File: config.mk
export PLATFORM = sky130hd
export DESIGN_NAME = tpps_seq
export DESIGN_NICKNAME = d
export VERILOG_FILES = /design/src/hdl/tpps_pkg.sv /design/src/hdl/tpps_alu.sv /design/src/hdl/tpps_seq.sv
export SDC_FILE = /design/constraint.sdc
export NUM_CORES = 1
export LEC_CHECK = 0
export ABC_AREA = 1
export BUFFER_PORTS_ARGS = -buffer_cell sky130_fd_sc_hd__buf_2
export CORE_MARGIN = 1
export CORE_UTILIZATION = 40
export DETAILED_ROUTE_END_ITERATION = 7
export PLACE_DENSITY = 0.67
export SLEW_MARGIN = 5
export SYNTH_ARGS = -nofsm -noshare
export SYNTH_HDL_FRONTEND = slang
export SYNTH_SLANG_ARGS = --single-unit
export TNS_END_PERCENT = 1
File: constraint.sdc
create_clock -name i_clk -period 7.2 [get_ports i_clk]
set_input_delay 0.72 -clock i_clk [delete_from_list [all_inputs] [get_ports i_clk]]
set_output_delay 0.72 -clock i_clk [all_outputs]
set_load 0.02 [all_outputs]
File: src/hdl/tpps_pkg.sv
// tpps_pkg: shared widths, result select codes and control structs for the
// timed pattern playback sequencer. No dependencies.
`default_nettype none

package tpps_pkg;

    localparam int WORD_W     = 64;
    localparam int DUR_W      = 16;
    localparam int FRAME_W    = 16;
    localparam int IDX_W      = 8;
    localparam int COUNT_W    = 9;
    localparam int MAX_ENTRIES = 256;
    localparam int CFG_IDX_W  = 2;
    localparam int IN_DATA_W  = IDX_W + DUR_W + WORD_W + FRAME_W;

    // configuration register indexes
    localparam logic [CFG_IDX_W-1:0] CFG_DEFAULT_WORD = 2'd0;
    localparam logic [CFG_IDX_W-1:0] CFG_FIRST_WORD   = 2'd1;
    localparam logic [CFG_IDX_W-1:0] CFG_LEAD_IN      = 2'd2;
    localparam logic [CFG_IDX_W-1:0] CFG_ENTRY_COUNT  = 2'd3;

    // request kinds carried on tuser
    localparam logic REQ_LOAD  = 1'b0;
    localparam logic REQ_FRAME = 1'b1;

    // which word a finished frame request returns
    localparam logic [1:0] SEL_FIRST   = 2'd0;
    localparam logic [1:0] SEL_DEFAULT = 2'd1;
    localparam logic [1:0] SEL_TABLE   = 2'd2;

    typedef struct packed {
        logic               start;
        logic [FRAME_W-1:0] frame;
    } t_seq_cmd;

    typedef struct packed {
        logic       idle;
        logic       done;
        logic [1:0] sel;
    } t_seq_stat;

endpackage

`default_nettype wire

File: src/hdl/tpps_alu.sv
// tpps_alu: the one shared 16-bit add/subtract unit of the sequencer;
// bit 16 is the carry, set on subtract when a >= b. Depends on tpps_pkg.
`default_nettype none

module tpps_alu (
    input  wire logic [tpps_pkg::DUR_W-1:0] i_a,
    input  wire logic [tpps_pkg::DUR_W-1:0] i_b,
    input  wire logic                       i_sub,
    output logic      [tpps_pkg::DUR_W:0]   o_sum
);

    logic [tpps_pkg::DUR_W-1:0] b_op;

    always_comb begin
        b_op  = i_sub ? ~i_b : i_b;
        o_sum = {1'b0, i_a} + {1'b0, b_op} + {{tpps_pkg::DUR_W{1'b0}}, i_sub};
    end

endmodule

`default_nettype wire

File: src/hdl/tpps_seq.sv
// tpps_seq: frame request sequencer; walks the table one step per state
// through the shared tpps_alu. Depends on tpps_pkg and tpps_alu.
`default_nettype none

module tpps_seq (
    input  wire logic                          i_clk,
    input  wire logic                          i_rst_n,
    input  wire tpps_pkg::t_seq_cmd            i_cmd,
    input  wire logic [tpps_pkg::FRAME_W-1:0]  i_lead_in,
    input  wire logic [tpps_pkg::COUNT_W-1:0]  i_count,
    input  wire logic                          i_slot_free,
    input  wire logic [tpps_pkg::DUR_W-1:0]    i_rd_dur,
    output logic      [tpps_pkg::IDX_W-1:0]    o_rd_addr,
    output tpps_pkg::t_seq_stat                o_stat
);

    localparam logic [3:0] S_IDLE   = 4'd0;
    localparam logic [3:0] S_SCRIPT = 4'd1;
    localparam logic [3:0] S_DIFF   = 4'd2;
    localparam logic [3:0] S_BULK   = 4'd3;
    localparam logic [3:0] S_SCAN   = 4'd4;
    localparam logic [3:0] S_SCHK   = 4'd5;
    localparam logic [3:0] S_LOAD   = 4'd6;
    localparam logic [3:0] S_TICK   = 4'd7;
    localparam logic [3:0] S_JUMP   = 4'd8;
    localparam logic [3:0] S_ADDT   = 4'd9;
    localparam logic [3:0] S_NEXT   = 4'd10;
    localparam logic [3:0] S_SKIP   = 4'd11;
    localparam logic [3:0] S_WORD   = 4'd12;
    localparam logic [3:0] S_FIN    = 4'd13;

    localparam int DW = tpps_pkg::DUR_W;
    localparam int IW = tpps_pkg::IDX_W;

    logic [3:0]                      r_state, n_state;
    logic [tpps_pkg::FRAME_W-1:0]    r_frame, n_frame;
    logic [DW-1:0]                   r_script, n_script;
    logic [DW-1:0]                   r_last, n_last;
    logic [DW-1:0]                   r_adv, n_adv;
    logic [DW-1:0]                   r_ticks, n_ticks;
    logic [DW-1:0]                   r_k, n_k;
    logic [IW-1:0]                   r_cur, n_cur;
    logic [IW-1:0]                   r_idx, n_idx;
    logic                            r_single, n_single;
    logic                            r_stay, n_stay;
    logic [1:0]                      r_sel, n_sel;

    logic [DW-1:0] alu_a, alu_b;
    logic          alu_sub;
    logic [DW:0]   alu_sum;
    logic          empty;
    logic          cur_out;
    logic [IW-1:0] cur_next;

    tpps_alu u_alu (
        .i_a   (alu_a),
        .i_b   (alu_b),
        .i_sub (alu_sub),
        .o_sum (alu_sum)
    );

    always_comb begin
        empty    = (i_count == '0);
        cur_out  = ({1'b0, r_cur} >= i_count);
        cur_next = (({1'b0, r_cur} + 9'd1) == i_count) ? '0 : r_cur + 8'd1;
    end

    // operand selection for the shared unit
    always_comb begin
        alu_a   = r_ticks;
        alu_b   = r_adv;
        alu_sub = 1'b0;
        case (r_state)
            S_SCRIPT: begin
                alu_a   = r_frame;
                alu_b   = i_lead_in;
                alu_sub = 1'b1;
            end
            S_DIFF: begin
                alu_a   = r_script;
                alu_b   = r_last;
                alu_sub = 1'b1;
            end
            S_TICK: begin
                alu_a   = i_rd_dur;
                alu_b   = r_ticks;
                alu_sub = 1'b1;
            end
            S_JUMP: begin
                alu_a   = r_adv;
                alu_b   = r_single ? 16'd1 : r_k;
                alu_sub = 1'b1;
            end
            default: begin
                alu_a   = r_ticks;
                alu_b   = r_adv;
                alu_sub = 1'b0;
            end
        endcase
    end

    always_comb begin
        n_state  = r_state;
        n_frame  = r_frame;
        n_script = r_script;
        n_last   = r_last;
        n_adv    = r_adv;
        n_ticks  = r_ticks;
        n_k      = r_k;
        n_cur    = r_cur;
        n_idx    = r_idx;
        n_single = r_single;
        n_stay   = r_stay;
        n_sel    = r_sel;
        o_rd_addr = r_cur;
        case (r_state)
            S_IDLE: begin
                if (i_cmd.start) begin
                    n_frame = i_cmd.frame;
                    n_state = S_SCRIPT;
                end
            end
            S_SCRIPT: begin
                if (r_frame == '0) begin
                    n_sel   = tpps_pkg::SEL_FIRST;
                    n_state = S_FIN;
                end else if (!alu_sum[DW]) begin
                    n_sel   = tpps_pkg::SEL_DEFAULT;
                    n_state = S_FIN;
                end else begin
                    n_script = alu_sum[DW-1:0];
                    n_state  = S_DIFF;
                end
            end
            S_DIFF: begin
                if (alu_sum[DW-1:0] == '0) begin
                    if (empty) begin
                        n_sel   = tpps_pkg::SEL_DEFAULT;
                        n_state = S_FIN;
                    end else begin
                        n_state = S_WORD;
                    end
                end else begin
                    n_last = r_script;
                    n_adv  = alu_sum[DW-1:0];
                    if (empty || cur_out) begin
                        n_state = S_BULK;
                    end else begin
                        n_idx   = '0;
                        n_state = S_SCAN;
                    end
                end
            end
            S_BULK: begin
                n_ticks = alu_sum[DW-1:0];
                if (empty) begin
                    n_sel   = tpps_pkg::SEL_DEFAULT;
                    n_state = S_FIN;
                end else begin
                    n_state = S_WORD;
                end
            end
            // look for any entry in use with a nonzero duration
            S_SCAN: begin
                o_rd_addr = r_idx;
                n_state   = S_SCHK;
            end
            S_SCHK: begin
                if (i_rd_dur != '0) begin
                    n_state = S_LOAD;
                end else if (({1'b0, r_idx} + 9'd1) == i_count) begin
                    n_cur   = '0;
                    n_ticks = '0;
                    n_state = S_WORD;
                end else begin
                    n_idx   = r_idx + 8'd1;
                    n_state = S_SCAN;
                end
            end
            S_LOAD: begin
                n_state = S_TICK;
            end
            // k = duration - ticks; ticks left in this entry when k >= 2
            S_TICK: begin
                n_k      = alu_sum[DW-1:0];
                n_single = !(alu_sum[DW] && (alu_sum[DW-1:1] != '0));
                n_stay   = (r_ticks == {DW{1'b1}}) && (i_rd_dur != '0);
                n_state  = S_JUMP;
            end
            S_JUMP: begin
                if (!r_single && !alu_sum[DW]) begin
                    n_state = S_ADDT;
                end else begin
                    n_adv   = alu_sum[DW-1:0];
                    n_ticks = '0;
                    if (r_single && r_stay) begin
                        n_state = (alu_sum[DW-1:0] == '0) ? S_WORD : S_TICK;
                    end else begin
                        n_state = S_NEXT;
                    end
                end
            end
            S_ADDT: begin
                n_ticks = alu_sum[DW-1:0];
                n_state = S_WORD;
            end
            S_NEXT: begin
                n_cur     = cur_next;
                o_rd_addr = cur_next;
                n_state   = S_SKIP;
            end
            S_SKIP: begin
                if (i_rd_dur == '0) begin
                    n_state = S_NEXT;
                end else if (r_adv == '0) begin
                    n_state = S_WORD;
                end else begin
                    n_state = S_TICK;
                end
            end
            S_WORD: begin
                n_sel   = tpps_pkg::SEL_TABLE;
                n_state = S_FIN;
            end
            S_FIN: begin
                if (i_slot_free) begin
                    n_state = S_IDLE;
                end
            end
            default: begin
                n_state = S_IDLE;
            end
        endcase
    end

    always_comb begin
        o_stat.idle = (r_state == S_IDLE);
        o_stat.done = (r_state == S_FIN) && i_slot_free;
        o_stat.sel  = r_sel;
    end

    always_ff @(posedge i_clk) begin
        if (!i_rst_n) begin
            r_state <= S_IDLE;
            r_last  <= '0;
            r_cur   <= '0;
            r_ticks <= '0;
        end else begin
            r_state <= n_state;
            r_last  <= n_last;
            r_cur   <= n_cur;
            r_ticks <= n_ticks;
        end
        r_frame  <= n_frame;
        r_script <= n_script;
        r_adv    <= n_adv;
        r_k      <= n_k;
        r_idx    <= n_idx;
        r_single <= n_single;
        r_stay   <= n_stay;
        r_sel    <= n_sel;
    end

    a_start_leaves_idle: assert property (@(posedge i_clk) disable iff (!i_rst_n)
        (o_stat.idle && i_cmd.start) |=> !o_stat.idle)
        else $error("frame request did not start the sequencer");

    a_tick_in_range: assert property (@(posedge i_clk) disable iff (!i_rst_n)
        (r_state == S_TICK) |-> ({1'b0, r_cur} < i_count))
        else $error("playback entry beyond entry count");

    a_advance_clears_ticks: assert property (@(posedge i_clk) disable iff (!i_rst_n)
        (r_state == S_NEXT) |-> (r_ticks == '0))
        else $error("entry advanced with ticks left");

    a_done_needs_slot: assert property (@(posedge i_clk) disable iff (!i_rst_n)
        o_stat.done |-> (i_slot_free && (r_state == S_FIN)))
        else $error("result issued while output slot busy");

endmodule

`default_nettype wire
==> flow_metrics.py <==
metrics = {
    "status": {
        "outcome": "finished clean",
    },
    "worst_setup_path": {
        "crit-reg2reg-launch": "r_state[2]$_SDFFE_PN0P_",
        "path_buf_inv": 4,
        "cp.depth": 20,
        "critPathLaunch": "r_state[2]$_SDFFE_PN0P_",
        "required_ps": 7250,
        "path_cells": "nor2_2, clkinv_1, nor2_2, buf_4, a221oi_1, nand2_1, inv_1, fa_1, o21ai_1, nand2_1, nand2_1, a21boi_1, o21ai_0, nand3_1, nand2_1, xor2_1, nor2_2, nand4_1, o211ai_1, inv_1",
        "critical_path.top_delay_family": "simple AND/OR/NAND/NOR gates",
        "startpoint_type": "flop",
        "cpMostUsedCell": "nand2_1",
        "crit_arrival_ps": 5180,
        "r2r_slack_ps": 2070,
        "crit_type": "flop to flop",
        "r2r-end": "r_adv[0]$_DFFE_PP_",
        "max_stage_delay_ps": 540,
        "crit_end": "r_adv[0]$_DFFE_PP_",
        "cp-end-kind": "flop",
        "cp_slowest_cell": "inv_1",
        "critPathMaxFanout": 35,
        "reg2reg_depth": 20,
    },
    "yosys": {
        "synth_compound_area_share_pct": 14.9,
        "ys_warn_count": 0,
        "synth_nets": 972,
        "synth_seq_cells": 120,
        "synthArstFlopShare_pct": 0,
        "synth-simple-area-share_pct": 25.7,
        "netlist_area_um2": 7240,
        "yosys.cell_types.count": 52,
        "synth_top_family_by_area": "simple AND/OR/NAND/NOR gates",
        "yosys.area_share.xor_xnor_pct": 3.23,
        "syn_avg_cell_area_um2": 8.18,
        "synth_enable_flop_cells": 76,
        "synthFlopType": "edfxtp_1",
        "syn_inst": 885,
        "yosysSeqAreaShare_pct": 43.7,
        "muxShareOfSynthArea_pct": 0,
        "synthAdderAreaFrac_pct": 4.60,
    },
    "clock_network": {
        "holdBufCountCts": 0,
        "tritoncts": "built",
        "post_cts_resized": 0,
        "htree_levels": 4,
        "clock-root-buffer": "clkbuf_16",
        "cts_sinks": 120,
        "post-cts-setup-buffers": 0,
        "clock_path_buffers": 2,
        "clk_latency_ps": 430,
        "cts_buffers": 17,
        "path_clk_slew_ps": 60,
    },
    "detailed_routing": {
        "via_per_inst": 5.53,
        "avgRoutedWirePerCell_um": 17.7,
        "antenna_left": 0,
        "drt_iter0_drc": 567,
        "drc": 0,
        "routed_wl_um": 21200,
        "vias": 6613,
        "first_pass_iters": 5,
    },
    "timing": {
        "rsz0062_at_grt": "false",
        "clock_skew_ps": 11.8,
        "fmax_mhz": 195,
        "hold_slack_ps": 464,
        "tns_ps": 0,
        "hold_violations": 0,
        "period_share_pct": 71.3,
        "slew_headroom_pct": 24.4,
        "setup_viol": 0,
        "period_minus_slack_ps": 5130,
        "drv_slew": 0,
        "worst_pin_slew_ps": 1130,
    },
    "grt": {
        "grt_pass1_vias": 6245,
        "grt_usage_pct": 24.0,
        "gr-total-overflow": 0,
        "grt_pass1_wl_um": 33300,
        "antenna_found_initial": 0,
        "grt_max_degree": 36,
    },
    "die": {
        "ios": 73,
        "rows": 48,
        "core_area_um2": 17500,
        "die_y_um": 137,
        "dieWidth_um": 137,
        "initial_core_util_pct": 41.4,
        "die_area_um2": 18600,
    },
    "final_layout": {
        "drive_gt1_share_pct": 16.6,
        "final_cell_mix": "nand2_1 (196), inv_1 (113), nor2_1 (80)",
        "area_growth_pct": 16.3,
        "antennaDiodeCount": 0,
        "num-fill-cells": 1704,
        "final_common_cell": "nand2_1",
        "stdcell_area_um2": 8420,
        "nets": 1044,
    },
    "hold_path": {
        "hp-class": "input pin to flop",
        "hold-path-cell-count": 1,
    },
    "placement": {
        "portBuffers": 72,
        "dp_hpwl_um": 15200,
        "gp_congestion": 0.931,
        "place_area_um2": 7830,
    },
    "flow_run": {
        "cap_violations": 0,
    },
    "power_and_ir_drop": {
        "power.density_nw_per_um2": 550,
        "ir_worst_vdd_uv": 282,
        "cellLeakagePower_nw": 3.59,
    },
}
-- area by class of cell --
| class | count | area, um^2 | area share, % |
|---|---|---|---|
| multi-input combinational | 620 | 3530 | 41.9 |
| sequential | 120 | 3160 | 37.6 |
| inverter | 121 | 459 | 5.45 |
| clock buffer | 19 | 443 | 5.26 |
| timing repair buffer | 77 | 398 | 4.73 |
| tap | 225 | 282 | 3.34 |
| clock inverter | 13 | 146 | 1.74 |
-- worst register-to-register path, stage by stage, from the launching register on --
cell and delay [ps]:
dfxtp_1 380, nor2_2 250, clkinv_1 290, nor2_2 170
buf_4 400, a221oi_1 170, nand2_1 110, inv_1 60
fa_1 450, o21ai_1 280, nand2_1 120, nand2_1 100
a21boi_1 90, o21ai_0 320, nand3_1 120, nand2_1 120
xor2_1 340, nor2_2 120, nand4_1 200, o211ai_1 110
inv_1 540
-- power breakdown --
group          internal, mW  leakage (nW)  total, mW  switching, mW
logic                 0.740          2.25       2.50           1.76
clock network         0.521         0.284      0.854          0.333
registers              1.16          1.05       1.28          0.116
total                  2.43          3.59       4.63           2.21
-- registers in the layout, indices dropped and copies added, names as in the netlist, 8 cells and up --
name and count:
r_last 16, r_idx 8, r_adv 16, r_k 16, r_script 16, r_frame 16
r_cur 8, r_ticks 16
-- kinds of logic (layout without fill, tap and decap cells) --
| family | after synthesis | count (layout) |
|---|---|---|
| DFF | 120 | 120 |
| buffers and inverters | 145 | 230 |
| adders and majority gates | 26 | 26 |
| and+or+nand+nor | 407 | 407 |
| xor gates and xnor gates | 25 | 25 |
| AOI/OAI and AO/OA | 162 | 162 |
-- worst min path at each step --
| stage | endpoint | startpoint |
|---|---|---|
| final | r_frame[4]$_DFFE_PP_ | i_cmd[4] |
| after global routing | r_frame[11]$_DFFE_PP_ | i_cmd[11] |
| after CTS | r_frame[4]$_DFFE_PP_ | i_cmd[4] |
| after detailed placement | r_last[5]$_SDFFE_PN0P_ | r_last[5]$_SDFFE_PN0P_ |
| after global placement | r_last[5]$_SDFFE_PN0P_ | r_last[5]$_SDFFE_PN0P_ |
| after floorplan | r_last[1]$_SDFFE_PN0P_ | r_last[1]$_SDFFE_PN0P_ |
-- synth_stat cells (2+ instances only) --
cell type	number	area [um^2]
buf_1	3	11.3
o211ai_1	4	30.0
nor4_1	13	81.3
ha_1	25	313
a221oi_1	28	245
nor3b_1	2	15.0
o221ai_1	6	52.6
nand3_2	2	20.0
nand3_1	35	175
a31o_2	3	26.3
edfxtp_1	76	2280
xnor2_1	6	52.6
nor3_1	10	50.1
clkbuf_1	18	67.6
nand2_4	3	33.8
nor2_1	83	312
a21oi_1	50	250
dfxtp_1	44	881
inv_2	4	15.0
nor2_4	4	45.0
a32o_1	13	130
inv_1	113	424
xor2_1	17	149
o22ai_1	13	81.3
nand2_2	11	68.8
nand3_4	2	35.0
nand2_1	196	736
nand4_1	27	169
clkinv_1	3	11.3
nor2_2	14	87.6
o21ai_1	6	30.0
xor2_2	2	32.5
a221o_1	2	20.0
o21ai_0	29	145
-- per-layer routing --
layer / vias to the layer above / track usage (%) / share of wire (%)
li1: 3215 / - / -
met1: 3073 / 29.5 / 42
met2: 293 / 40.9 / 48
met3: 32 / 5.96 / 7.3
met4: 0 / 8.27 / 1.9
met5: - / 0 / 0
-- per-stage QoR --
stage	total power, mW	setup WS [ps]	util [%]	instances
final	4.63	2070	48.2	1195
after global placement	3.74	2190	44.8	1163
after CTS	4.63	2080	48.2	1195
after floorplan	3.09	2190	-	885
after global routing	4.96	1650	48.2	1195
after detailed placement	3.76	2100	44.8	1163
Power figures use the tool's default switching activity.
